$ cat config.mk
export PLATFORM = sky130hd
export DESIGN_NAME = jpm_cfg_regs
export DESIGN_NICKNAME = d
export VERILOG_FILES = /design/src/jpm_pkg.sv /design/src/jpm_cfg_regs.sv
export SDC_FILE = /design/constraint.sdc
export NUM_CORES = 1
export LEC_CHECK = 0
export BUFFER_PORTS_ARGS = -buffer_cell sky130_fd_sc_hd__buf_2
export CORE_UTILIZATION = 35
export DETAILED_ROUTE_END_ITERATION = 10
export HOLD_SLACK_MARGIN = 0.05
export SYNTH_ARGS = -nofsm -noshare
export SYNTH_HDL_FRONTEND = slang
export SYNTH_SLANG_ARGS = --single-unit
$ cat constraint.sdc
create_clock -name clk -period 2.35 [get_ports clk]
set_input_delay 0.1175 -clock clk [delete_from_list [all_inputs] [get_ports clk]]
set_output_delay 0.1175 -clock clk [all_outputs]
set_load 0.1 [all_outputs]
$ cat src/jpm_pkg.sv
// Shared types and constants of the joystick polar motor mixer.
// No dependencies.
package jpm_pkg;

    localparam int REG_COUNT    = 8;
    localparam int ADDR_W       = 5;
    localparam int SPEED_W      = 11;
    localparam int OUT_LIMIT    = 724;
    localparam int CORDIC_STEPS = 15;
    localparam int ANGLE_W      = 16;
    localparam int MAG_W        = 16;
    localparam int VAL_W        = 16;
    localparam int SECT_W       = 3;

    // Binary angles of the four axis directions
    localparam logic [ANGLE_W-1:0] ANG_EAST  = 16'd0;
    localparam logic [ANGLE_W-1:0] ANG_NORTH = 16'd16384;
    localparam logic [ANGLE_W-1:0] ANG_WEST  = 16'd32768;
    localparam logic [ANGLE_W-1:0] ANG_SOUTH = 16'd49152;

    // atan(2^-i) in units of a turn / 65536
    localparam logic [ANGLE_W-1:0] ATAN_TURN [CORDIC_STEPS] = '{
        16'd8192, 16'd4836, 16'd2555, 16'd1297, 16'd651, 16'd326, 16'd163, 16'd81,
        16'd41, 16'd20, 16'd10, 16'd5, 16'd3, 16'd1, 16'd1
    };

    localparam logic [31:0] PAIR_RESET [REG_COUNT] = '{
        32'd1073790976, 32'd536870912, 32'd1073758208, 32'd8192,
        32'd3221241856, 32'd3758096384, 32'd3221274624, 32'd57344
    };

    typedef logic [31:0] pair_t;
    typedef pair_t pair_arr_t [REG_COUNT];
    typedef logic signed [SPEED_W-1:0] speed_t;

    typedef struct packed {
        logic [ANGLE_W-1:0] angle;
        logic [MAG_W-1:0]   mag;
    } polar_t;

endpackage

$ cat src/jpm_cfg_regs.sv
// APB register file holding the eight packed left/right point values.
// Depends on jpm_pkg.
module jpm_cfg_regs import jpm_pkg::*; (
    input  logic              clk,
    input  logic              rst_n,
    input  logic              psel,
    input  logic              penable,
    input  logic              pwrite,
    input  logic [ADDR_W-1:0] paddr,
    input  logic [31:0]       pwdata,
    output logic [31:0]       prdata,
    output logic              pready,
    output pair_arr_t         pairs
);

    pair_arr_t pairs_reg;
    logic [SECT_W-1:0] idx;

    assign idx    = paddr[ADDR_W-1:2];
    assign pready = 1'b1;
    assign prdata = pairs_reg[idx];
    assign pairs  = pairs_reg;

    // write on the access phase
    always_ff @(posedge clk or negedge rst_n)
    begin
        if (!rst_n)
        begin
            pairs_reg <= PAIR_RESET;
        end
        else if (psel && penable && pwrite)
        begin
            pairs_reg[idx] <= pwdata;
        end
    end

endmodule

## Word level (Yosys, flattened, before mapping)

Cells that the tools add are included.

- Flip-flop bits (word level): 256
- Output and inout port bits: 289
- Logic and storage cells: 20

- $lt $le $gt $ge: 2
- Muxes and demuxes: 6
- Bitwise gates (word level): 1
- Reductions and logical operators: 3

Operators with widths:

| cell | count |
|---|---|
| $bwmux W256 | 1 |
| $bmux W32 S3 | 1 |
| $demux W32 S3 | 1 |
| $mux W32 | 3 |
| $ge A4 B4 Y1 const B | 1 |
| $lt A4 B1 Y1 const B | 1 |
| $not A3 Y4 | 1 |
| $logic_and A1 B1 Y1 | 3 |

## Longest topological paths before layout

- Depth after elaboration: 6
- Gate-level depth with buffers: 6
- Depth with buffers taken out: 3

## Worst setup path after synthesis

No wires, ideal clock.

- Kind: flip-flop to output port
- Start: reg pairs_reg, in the netlist pairs[158]
- End: out prdata[30]
- Arrival: 1964 ps
- Required time: 2233 ps
- Slack: 269 ps
- Cell stages (with the launch flop): 4
- Path buffers: 0
- Cells stage by stage: dfrtp_1 mux2i_1 o211ai_1 a211o_1

- Cells in the longest elaborated chain, start to end: 3

Ends and longest elaborated chain:

| item | line | text |
|---|---|---|
| start: declaration | jpm_cfg_regs.sv:16 | `pair_arr_t pairs_reg;` |
| start signal: indexed assignment | jpm_cfg_regs.sv:33 | `pairs_reg[idx] <= pwdata;` |
| $bmux W32 S3 | jpm_cfg_regs.sv:21 | `assign prdata = pairs_reg[idx];` |
| $mux W32 (not written as such) (2 in series) | jpm_cfg_regs.sv:21 |  |
| end: declaration | jpm_cfg_regs.sv:11 | `output logic [31:0] prdata,` |

No other way between the ends. The select of a mux whose other input is x is not followed.

## Worst setup path in the final report

- Start: reg pairs_reg, in the netlist pairs[159]
- End: out prdata[31]

The elaborated chain is that of the path after synthesis.

==> flow_summary_export.csv <==
group,metric,value,unit
clocking,cts_buffers,29,
global_routing,grt_util_all_layers,0.194,
synthesis,yosys.area.top_type_share,0.508,
setup_path,worstSetupStartpointType,"flip-flop",
final_layout,fin_nets,1091,
synthesis,netlist_area,0.0116,mm²
pwr,powerDensity,1370,mW/mm²
clocking,clk_latency,0.55,ns
synthesis,muxShareOfSynthArea,0.409,
pwr,ir_drop,0.000859,V
setup_path,endpoint_kind,"output pin",
synthesis,synth_top_family_by_area,"multiplexers",
final_layout,design_area,0.0153,mm²
synthesis,synthTopCellsByArea,"dfrtp_1 (51%), mux2_2 (24%), mux4_2 (12%), dfstp_2 (4.5%), mux2_4 (3.9%)",
synthesis,synthCells,675,
routing,firstDrtPassIters,4,
floorplan,start_util,0.357,
timing,whs,0.123,ns
synthesis,syn-num-nets,717,
timing,report.final.slew_viol_count,0,
timing,fmaxAchievable,0.464,GHz
timing,period_minus_slack,2.15,ns
setup_path,cp_max_fo,3,
pwr,p_leak,0.00742,µW
synthesis,synth-simple-area-share,0.0104,
routing,routed_wl,33.2,mm
pwr,power.total,20900,µW
timing,setup_violations,0,
placement,port_buffers,327,
timing,hold_viol_final,0,
final_layout,final_util,0.468,
placement,dp_hpwl,21.8,mm
floorplan,rows,66,
synthesis,ys_warn_count,0,
floorplan,die_area,0.0340,mm²
global_routing,overflow,0,
floorplan,die_y,184,µm
setup_path,crit_arrival,2.04,ns
job,max_cap_viol_count,0,
timing,tightestPinTransition,0.828,ns
timing,slew-limit-headroom,0.448,
timing,finClkSkew,0,ns
setup_path,critPathKind,"reg2out",
routing,drt-initial-drc-count,322,
floorplan,die_w,184,µm
synthesis,yosys.area.top_type,"dfrtp_1",
outcome,run_status,"finished, final reports clean",
clocking,post_cts_resized,0,
global_routing,grt_pass1_vias,7873,
final_layout,drive_gt1_frac,0.722,
routing,wl_per_cell,21.9,µm
routing,drcViolationCount,0,
clocking,clkSinkCount,256,
routing,antenna_left,0,
synthesis,synth-seq-area-share,0.553,
timing,setup_tns,0,ns
final_layout,largest_reg_flops,256,
clocking,root_buffer,"clkbuf_16",
worst_hold_path,hp-class,"in2async",
placement,place_area,0.0140,mm²
synthesis,yosysUniqueCellTypes,26,
clocking,clkSlewWorstSetupHoldPaths,0.06,ns
global_routing,grt_max_degree,69,
synthesis,synth_compound_area_frac,0.00226,
global_routing,antenna_found_initial,4,
placement,gp_congestion,0.732,
floorplan,io_pins,331,
routing,vias,7649,
setup_path,crit_required,2.23,ns
final_layout,syn2layout_area_growth,31.2,%
floorplan,coreArea,0.0326,mm²
timing,rsz0062_at_grt,"no",
routing,viasPerCell,5.05,
global_routing,grt_pass1_wl,49.9,mm
timing,finalCritPeriodShare,0.917,
synthesis,synth.avg_cell_area,17.2,µm²
clocking,cts_max_level,1,
synthesis,synth_xor_area_frac,0,
synthesis,synth_fa_ha_area_frac,0,
clocking,clockBufferDepth,3,
clocking,cts_tree,"yes",
synthesis,synth-seq-cells,256,
[routing by layer]
| layer | global-route usage | vias up | share of wire |
|---|---|---|---|
| met1 | 0.267 | 4020 | 0.44 |
| met4 | 0.0410 | 2 | 0.018 |
| met2 | 0.309 | 271 | 0.47 |
| met3 | 0.0480 | 44 | 0.071 |
| li1 | - | 3312 | - |
| met5 | 0 | - | 0.00039 |
[layout make-up]
type | count | area, µm²
Antenna cell | 2 | 5.00
Clock buffer | 40 | 817
Clock inverter | 14 | 116
Fill cell | 2916 | 17400
Multi-Input combinational cell | 373 | 4970
Sequential cell | 256 | 6430
Tap cell | 442 | 553
Timing Repair Buffer | 389 | 2370
[worst max-delay path, stage by stage, from the launching register on]
cell	delay (ns)
dfrtp_1	0.40
mux4_2	0.51
mux2_2	0.28
buf_2	0.29
[synth_stat cells (all sizes together)]
library cell,instances
conb,1
nor4bb,1
buf,38
mux2,287
a311o,1
a211o,1
mux4,62
dfstp,20
o211ai,1
nand4b,2
nand2b,1
nor2,6
nor3b,2
dfrtp,236
nor4,1
nand3,1
nand2,2
or4,1
clkbuf,8
mux2i,2
nand4,1
[power breakdown]
part	switching [µW]	internal (µW)	total, µW
Combinational	8600	1920	10500
Clock	1840	2550	4380
Sequential	701	5330	6030
Total	11100	9800	20900
[cell families after synthesis]
group                  after synthesis
buffers and inverters               46
muxes                              351
and+or+nand+nor                     18
DFF                                256
other                                1
AOI/OAI and AO/OA                    3
[path summary, 6_finish.rpt]
| kind | cells past startpoint | end | slack [ns] | startpoint |
|---|---|---|---|---|
| min in group clk | 5 | pairs[159] | 0.30 | pwrite |
| setup / recovery | 3 | prdata[31] | 0.20 | pairs[159] |
| hold reg to reg | 1 | pairs[1] | 0.52 | pairs[1] |
| max in group asynchronous | 3 | pairs[93] | 1.39 | rst_n |
| hold / removal | 2 | pairs[69] | 0.12 | rst_n |
| setup reg to reg | 1 | pairs[227] | 1.54 | pairs[227] |
[placed cells by master, fill, tap and decap left out, drive strengths merged]
cell type,synthesis,layout
nand4b,2,2
conb,1,1
mux2,287,287
clkbuf,8,40
mux2i,2,2
nand4,1,1
buf,38,356
or4,1,1
a211o,1,1
dfstp,20,20
clkinvlp,0,4
nand3,1,1
nand2b,1,1
o211ai,1,1
diode,0,2
a311o,1,1
mux4,62,62
nor3b,2,2
nor2,6,6
nand2,2,2
nor4bb,1,1
inv,0,2
bufinv,0,1
clkinv,0,7
nor4,1,1
dlygate4sd3,0,33
dfrtp,236,236
[through the flow]
| step | std cells | setup slack (ns) |
|---|---|---|
| 2_1_floorplan | 675 | 0.269 |
| 3_3_place_gp | 1427 | 0.227 |
| 3_5_place_dp | 1427 | 0.208 |
| 4_1_cts | 1514 | 0.138 |
| 5_1_grt | 1516 | 0.118 |
| 6_report | 1516 | 0.196 |
[repair_timing]
item / 4_1_cts / 5_1_grt
endpoints found under the setup margin: 0 / 0
hold endpoints to repair: 450 / 0
buffers inserted: 0 / 0
hold buffers: 33 / 0
(Power assumes the default switching activity.)
