==> src/jpm_pkg.sv <==
// Shared types and constants of the joystick polar motor mixer.
// No dependencies.
package jpm_pkg;

    localparam int REG_COUNT    = 8;
    localparam int ADDR_W       = 5;
    localparam int SPEED_W      = 11;
    localparam int OUT_LIMIT    = 724;
    localparam int CORDIC_STEPS = 15;
    localparam int ANGLE_W      = 16;
    localparam int MAG_W        = 16;
    localparam int VAL_W        = 16;
    localparam int SECT_W       = 3;

    // Binary angles of the four axis directions
    localparam logic [ANGLE_W-1:0] ANG_EAST  = 16'd0;
    localparam logic [ANGLE_W-1:0] ANG_NORTH = 16'd16384;
    localparam logic [ANGLE_W-1:0] ANG_WEST  = 16'd32768;
    localparam logic [ANGLE_W-1:0] ANG_SOUTH = 16'd49152;

    // atan(2^-i) in units of a turn / 65536
    localparam logic [ANGLE_W-1:0] ATAN_TURN [CORDIC_STEPS] = '{
        16'd8192, 16'd4836, 16'd2555, 16'd1297, 16'd651, 16'd326, 16'd163, 16'd81,
        16'd41, 16'd20, 16'd10, 16'd5, 16'd3, 16'd1, 16'd1
    };

    localparam logic [31:0] PAIR_RESET [REG_COUNT] = '{
        32'd1073790976, 32'd536870912, 32'd1073758208, 32'd8192,
        32'd3221241856, 32'd3758096384, 32'd3221274624, 32'd57344
    };

    typedef logic [31:0] pair_t;
    typedef pair_t pair_arr_t [REG_COUNT];
    typedef logic signed [SPEED_W-1:0] speed_t;

    typedef struct packed {
        logic [ANGLE_W-1:0] angle;
        logic [MAG_W-1:0]   mag;
    } polar_t;

endpackage

==> src/jpm_polar.sv <==
// Polar front end: pipelined vectoring CORDIC for the angle, pipelined
// restoring square root for the floored magnitude. Depends on jpm_pkg.
module jpm_polar import jpm_pkg::*; #(
    parameter int COORD_BITS = 10
) (
    input  logic                         clk,
    input  logic                         rst_n,
    input  logic                         in_valid,
    output logic                         in_ready,
    input  logic signed [COORD_BITS-1:0] x,
    input  logic signed [COORD_BITS-1:0] y,
    output logic                         out_valid,
    input  logic                         out_ready,
    output polar_t                       out_polar
);

    localparam int CW   = COORD_BITS + 19;
    localparam int SQ_W = 2 * COORD_BITS;
    localparam int NIT  = (COORD_BITS > CORDIC_STEPS) ? COORD_BITS : CORDIC_STEPS;
    localparam int NST  = NIT + 1;

    logic                      vld_reg  [NST];
    logic signed [CW-1:0]      cx_reg   [NST];
    logic signed [CW-1:0]      cy_reg   [NST];
    logic [ANGLE_W-1:0]        z_reg    [NST];
    logic [SQ_W-1:0]           rem_reg  [NST];
    logic [SQ_W-1:0]           root_reg [NST];
    logic                      axis_reg [NST];
    logic [ANGLE_W-1:0]        axang_reg[NST];
    logic [NST:0]              en;

    // a stage moves when empty or when the next one moves
    always_comb
    begin
        en[NST] = out_ready;
        for (int k = NST - 1; k >= 0; k--)
        begin
            en[k] = !vld_reg[k] || en[k+1];
        end
    end

    assign in_ready = en[0];

    // stage 0: half-turn fold, axis detect, squared radius
    logic signed [CW-1:0]   xw, yw;
    logic signed [SQ_W-1:0] xe, ye;
    logic [SQ_W-1:0]        sum_next;
    logic                   xneg;
    logic                   axis_next;
    logic [ANGLE_W-1:0]     axang_next;

    always_comb
    begin
        xw         = CW'(x) <<< 16;
        yw         = CW'(y) <<< 16;
        xe         = SQ_W'(x);
        ye         = SQ_W'(y);
        sum_next   = $unsigned(xe * xe) + $unsigned(ye * ye);
        xneg       = x[COORD_BITS-1];
        axis_next  = (x == '0) || (y == '0);
        if (y == '0)
        begin
            axang_next = xneg ? ANG_WEST : ANG_EAST;
        end
        else
        begin
            axang_next = y[COORD_BITS-1] ? ANG_SOUTH : ANG_NORTH;
        end
    end

    always_ff @(posedge clk or negedge rst_n)
    begin
        if (!rst_n)
        begin
            vld_reg[0] <= 1'b0;
        end
        else if (en[0])
        begin
            vld_reg[0] <= in_valid;
        end
    end

    always_ff @(posedge clk)
    begin
        if (en[0])
        begin
            cx_reg[0]    <= xneg ? -xw : xw;
            cy_reg[0]    <= xneg ? -yw : yw;
            z_reg[0]     <= xneg ? ANG_WEST : ANG_EAST;
            rem_reg[0]   <= sum_next;
            root_reg[0]  <= '0;
            axis_reg[0]  <= axis_next;
            axang_reg[0] <= axang_next;
        end
    end

    // a CORDIC iteration and a root digit per stage, while any remain
    for (genvar k = 1; k < NST; k++)
    begin : g_stage
        localparam int I = k - 1;
        logic signed [CW-1:0] cx_next, cy_next;
        logic [ANGLE_W-1:0]   z_next;
        logic [SQ_W-1:0]      rem_next, root_next;

        if (I < CORDIC_STEPS)
        begin : g_cordic
            always_comb
            begin
                if (!cy_reg[k-1][CW-1])
                begin
                    cx_next = cx_reg[k-1] + (cy_reg[k-1] >>> I);
                    cy_next = cy_reg[k-1] - (cx_reg[k-1] >>> I);
                    z_next  = z_reg[k-1] + ATAN_TURN[I];
                end
                else
                begin
                    cx_next = cx_reg[k-1] - (cy_reg[k-1] >>> I);
                    cy_next = cy_reg[k-1] + (cx_reg[k-1] >>> I);
                    z_next  = z_reg[k-1] - ATAN_TURN[I];
                end
            end
        end
        else
        begin : g_cpass
            assign cx_next = cx_reg[k-1];
            assign cy_next = cy_reg[k-1];
            assign z_next  = z_reg[k-1];
        end

        if (I < COORD_BITS)
        begin : g_sqrt
            localparam logic [SQ_W-1:0] BIT_W = SQ_W'(1) << (2 * (COORD_BITS - 1 - I));
            logic [SQ_W:0] trial;
            logic          fits;

            assign trial = {1'b0, root_reg[k-1]} + {1'b0, BIT_W};
            assign fits  = {1'b0, rem_reg[k-1]} >= trial;
            assign rem_next  = fits ? rem_reg[k-1] - trial[SQ_W-1:0] : rem_reg[k-1];
            assign root_next = fits ? (root_reg[k-1] >> 1) + BIT_W : root_reg[k-1] >> 1;
        end
        else
        begin : g_spass
            assign rem_next  = rem_reg[k-1];
            assign root_next = root_reg[k-1];
        end

        always_ff @(posedge clk or negedge rst_n)
        begin
            if (!rst_n)
            begin
                vld_reg[k] <= 1'b0;
            end
            else if (en[k])
            begin
                vld_reg[k] <= vld_reg[k-1];
            end
        end

        always_ff @(posedge clk)
        begin
            if (en[k])
            begin
                cx_reg[k]    <= cx_next;
                cy_reg[k]    <= cy_next;
                z_reg[k]     <= z_next;
                rem_reg[k]   <= rem_next;
                root_reg[k]  <= root_next;
                axis_reg[k]  <= axis_reg[k-1];
                axang_reg[k] <= axang_reg[k-1];
            end
        end
    end

    // axis samples take the exact angle
    assign out_valid       = vld_reg[NST-1];
    assign out_polar.angle = axis_reg[NST-1] ? axang_reg[NST-1] : z_reg[NST-1];
    assign out_polar.mag   = MAG_W'(root_reg[NST-1]);

endmodule

==> config.mk <==
export PLATFORM = sky130hd
export DESIGN_NAME = jpm_polar
export DESIGN_NICKNAME = d
export VERILOG_FILES = /design/src/jpm_pkg.sv /design/src/jpm_polar.sv
export SDC_FILE = /design/constraint.sdc
export NUM_CORES = 2
export LEC_CHECK = 0
export ABC_AREA = 1
export BUFFER_PORTS_ARGS = -buffer_cell sky130_fd_sc_hd__buf_4
export CAP_MARGIN = 15
export CORE_AREA = 2 2 452 454
export DETAILED_ROUTE_END_ITERATION = 6
export DIE_AREA = 0 0 454 456
export PLACE_DENSITY = 0.61
export SYNTH_ARGS = -nofsm -noshare
export SYNTH_HDL_FRONTEND = slang
export SYNTH_SLANG_ARGS = --single-unit
==> constraint.sdc <==
create_clock -name clk -period 15.4 [get_ports clk]
set_input_delay 0.77 -clock clk [delete_from_list [all_inputs] [get_ports clk]]
set_output_delay 0.77 -clock clk [all_outputs]
set_load 0.005 [all_outputs]
After elaboration in Yosys (flattened, before gate mapping)

Memory sizes are Yosys's and may differ from the RTL's.
Cells that the tools add are included.

Register bits: 16
Bits in writable memories: 2096
Input port bits: 24
Output and inout bits: 34
Word-level logic and storage cells: 295
Memories: 7

Add/subtract/negate cells: 122
Multipliers: 2
Magnitude comparators: 10
Multiplexer cells: 103
Reductions and logical operators: 35

Memory list:

| memory      | depth | bits a word | read ports | clocked after memory_dff | wr ports | RTL line        | source |
|---|---|---|---|---|---|---|---|
| cx_reg      | 16    | 29          | 15         | 0                        | 16       | jpm_polar.sv:23 | `logic signed [CW-1:0] cx_reg [NST];` |
| cy_reg      | 16    | 29          | 15         | 0                        | 16       | jpm_polar.sv:24 | `logic signed [CW-1:0] cy_reg [NST];` |
| rem_reg     | 16    | 20          | 15         | 0                        | 16       | jpm_polar.sv:26 | `logic [SQ_W-1:0] rem_reg [NST];` |
| root_reg    | 16    | 20          | 16         | 0                        | 16       | jpm_polar.sv:27 | `logic [SQ_W-1:0] root_reg [NST];` |
| axang_reg   | 16    | 16          | 16         | 0                        | 16       | jpm_polar.sv:29 | `logic [ANGLE_W-1:0] axang_reg[NST];` |
| z_reg       | 16    | 16          | 16         | 0                        | 16       | jpm_polar.sv:25 | `logic [ANGLE_W-1:0] z_reg [NST];` |
| +1 memories | -     | -           | -          | -                        | -        | -               |  |

Operators with widths:

| operator         | number |
|---|---|
| $mux 29          | 32 |
| $mux 20          | 20 |
| $mux 16          | 19 |
| $ge 20x21->1     | 10 |
| $sub 20x20->20   | 10 |
| $add 29x15->29   | 2 |
| $add 29x16->29   | 2 |
| $add 29x17->29   | 2 |
| $add 29x18->29   | 2 |
| $add 29x19->29   | 2 |
| $add 29x20->29   | 2 |
| $add 29x21->29   | 2 |
| $add 29x22->29   | 2 |
| $add 29x23->29   | 2 |
| $add 29x24->29   | 2 |
| $add 29x25->29   | 2 |
| $add 29x26->29   | 2 |
| $add 29x27->29   | 2 |
| $add 29x28->29   | 2 |
| $neg 26->29      | 2 |
| $sub 29x15->29   | 2 |
| $sub 29x16->29   | 2 |
| $sub 29x17->29   | 2 |
| $sub 29x18->29   | 2 |
| other kinds (66) | 143 |

Logic depth before layout (Yosys ltp)

Depth after elaboration: 19
Mapped depth: 26
Gate-level depth less buffers: 26

Worst setup path after synthesis

No wires, ideal clock.

Path type: input -> register
From: input port out_ready
To: memory axang_reg[5][14] (netlist: axang_reg[0][94]) (enable)
Setup time: 1074 ps
Arrival time: 6497 ps
Data required time: 14326 ps
Setup slack: 7829 ps
Stages on the path: 6
Buffers on the path: 0
Path through: inv_1 nand4_2 nor3_4 nand4_4 nor2_4 nand3_1

RTL lines:

| item        | RTL line        | source |
|---|---|---|
| from (decl) | jpm_polar.sv:13 | `input logic out_ready,` |
| to (decl)   | jpm_polar.sv:29 |  |

==> out/results.ini <==
[setup_path]
rr_worst_depth = 16
path_cells = buf_4 > nand2_1 > inv_1 > fa_1 > inv_1 > fa_1 > fa_1 > inv_1 > fa_1 > fa_1 > fa_1 > inv_1 > fa_1 > inv_1 > ha_1 > nand2_1 > nor2_1 > nand2_1 > o21ai_0 > nand2_1 > nand2_1 > nand2_1 > nand2_1 > xor2_1
arrival_ps = 7070
required_ps = 15960
crit_buf_inv = 6
cp-end-kind = flip-flop
cp_slowest_cell = fa_1
cp_top_family = adder cells
ff2ff_setup_slack_ps = 11150
cp_slowest_stage_delay_ps = 600
r2r-start = cy_reg[3][6]
worst_setup_path_start_kind = input port
critPathKind = in -> reg
path_max_fanout = 19
reg2reg_to = cx_reg[3][56]

[drt]
drc = 0
via_per_inst = 5.52
postRouteAntennaNets = 0
vias = 81700
routed_wl_um = 284000
wl_per_cell_um = 19.2
first_pass_iters = 6
drtIter0Drc = 6607

[floorplan]
num_rows = 165
die_h_um = 456
die_area_mm2 = 0.207
ios = 58
core-area_mm2 = 0.202
initial_core_util = 0.500
die_x_um = 454

[logic_synthesis]
synth_simple_gate_area_frac = 0.188
synth_cell_types = 73
synth.ff_latch_count = 1209
ys_warn_count = 0
yosysSeqAreaShare = 0.360
synth-compound-area-share = 0.118
synth-edff-count = 1193
synth_top_area_share = 0.356
mappedNetlistArea_mm2 = 0.101
synthMuxAreaShare = 0.000422
synth_top_cells_by_area = edfxtp_1 36%, ha_1 12%, nand2_1 8.2%
synthXorXnorAreaFrac = 0.102
postSynth.asyncResetShare = 0.0132
synth_top_family_by_area = simple AND/OR/NAND/NOR gates
synth_cells = 11900
synthAdderAreaFrac = 0.164
synth_area_leader_cell = edfxtp_1
synth_flop_cell = edfxtp_1
synth.avg_cell_area_um2 = 8.46

[outcome]
status = finished, final reports clean

[timing]
rsz0062_at_grt = false
fin_tns_setup_ps = 0
worst_pin_slew_ps = 1100
period_share = 0.423
setup_viol = 0
drv_slew = 0
hold_viol = 0
fin_ws_ps = 8890
fin_worst_skew_ps = 51.6
relSlewSlack = 0.264
period_needed_ps = 6510
timing.fmax_ghz = 0.154

[cells_and_area]
final_nets = 13200
fin_util = 0.541
largest_register_ffs = 328
final_layout_size_suffix_gt1_frac = 0.0403
syn_to_final_growth_pct = 8.27

[clock_tree]
clock_sinks = 1209
h-tree-depth = 4
root_buffer = clkbuf_16
numCtsBuffers = 141
tritoncts = yes
postCtsHoldBufs = 1
post-cts-setup-buffers = 0
clk_latency_ps = 830
cts_buffer_depth = 3
cts_resized = 0
path_clk_slew_ps = 60

[worst_hold_path]
hold_path_class = in -> reg
holdPathEnd = vld_reg[15]
hold_depth = 3
holdCritStartpoint = in_valid

[global_route]
grt_pass1_vias = 79500
grt_max_degree = 78
grt_use_total = 0.271
grt.overflow.total = 0
grt_pass1_wl_um = 445000
antenna_found_initial = 3

[flow_run]
max_cap_viol_count = 0

[place]
portBuffers = 50
hpwl_um = 233000
place_ws_ps = 8000
gp_congestion = 0.955

[tightest hold or removal path, delay by kind of cell]
kind                   cells  cell delay (ps)
buffers and inverters      2              120
AND/OR/NAND/NOR            1               50
[synth_stat cells (47+ instances only)]
cell / number
inv_1: 1696
ha_1: 962
nand3_1: 546
nor4_1: 61
a31oi_1: 87
nor2_1: 1071
clkbuf_1: 84
xor2_1: 837
o21ai_1: 70
or2_2: 50
a21o_1: 93
o21a_1: 47
edfxtp_1: 1193
o21bai_1: 64
o21ai_0: 514
nand2_1: 2193
fa_1: 224
a21oi_1: 949
nor3_1: 204
nand4_1: 176
xnor2_1: 335
[area by class of cell]
cell class	instances	area, um^2
well taps	2672	3340
clock buffers	166	3660
multi-input cells	8882	57700
repair buffers	84	646
fillers	18700	92600
inverters	1710	6420
flip-flops and latches	1209	36200
diodes	1	2.50
clock inverters	90	1090
[worst max path at each step]
stage | from | to | slack (ps) | cells past startpoint
final | y[9] | rem_reg[0][16] | 8890 | 24
after floorplan | out_ready | axang_reg[0][94] | 7830 | 6
after detailed placement | y[9] | rem_reg[0][16] | 8000 | 24
after global routing | x[9] | rem_reg[0][19] | 8440 | 26
after global placement | y[9] | rem_reg[0][16] | 7950 | 24
after CTS | y[9] | rem_reg[0][16] | 8890 | 24
[cell usage in the layout, fill, tap and decap left out, types with 23 or more instances in the layout]
master,instances
a21boi_0,36
a21o_1,93
a21oi_1,949
a31oi_1,87
buf_4,82
clkbuf_1,23
clkbuf_16,143
clkinv_2,29
edfxtp_1,1193
fa_1,224
ha_1,962
inv_1,1691
nand2_1,2190
nand3_1,545
nand3b_1,28
nand4_1,176
nor2_1,1071
nor3_1,204
nor3_2,25
nor4_1,61
o2111ai_1,28
o211ai_1,32
o21a_1,47
o21ai_0,514
o21ai_1,70
o21bai_1,64
o31ai_1,38
or2_2,50
xnor2_1,335
xor2_1,837
[kinds of logic (layout without fill, tap and decap cells)]
kind of cell	Yosys count	after routing
muxes	4	4
xor gates and xnor gates	1172	1172
and+or+nand+nor	4432	4432
other	1	11
DFF	1209	1209
AOI/OAI and AO/OA	2078	2078
adders and majority gates	1186	1186
buffers and inverters	1827	2050
[metrics by stage]
stage                     hold WS, ps  instances  cell area (um^2)
after floorplan                   400      11900            101000
final                             150      14800            109000
after global placement            401      14600            104000
after detailed placement          405      14600            104000
after CTS                        78.2      14800            109000
after global routing              160      14800            109000
[layer usage]
metal	wire (um)	global-route usage
met5	0	0
met4	7090	0.0713
met3	13200	0.0267
met2	131000	0.438
met1	133000	0.387
Power is not shown: default switching activity piles up to over one toggle a cycle in this logic, so the estimate is an artifact.
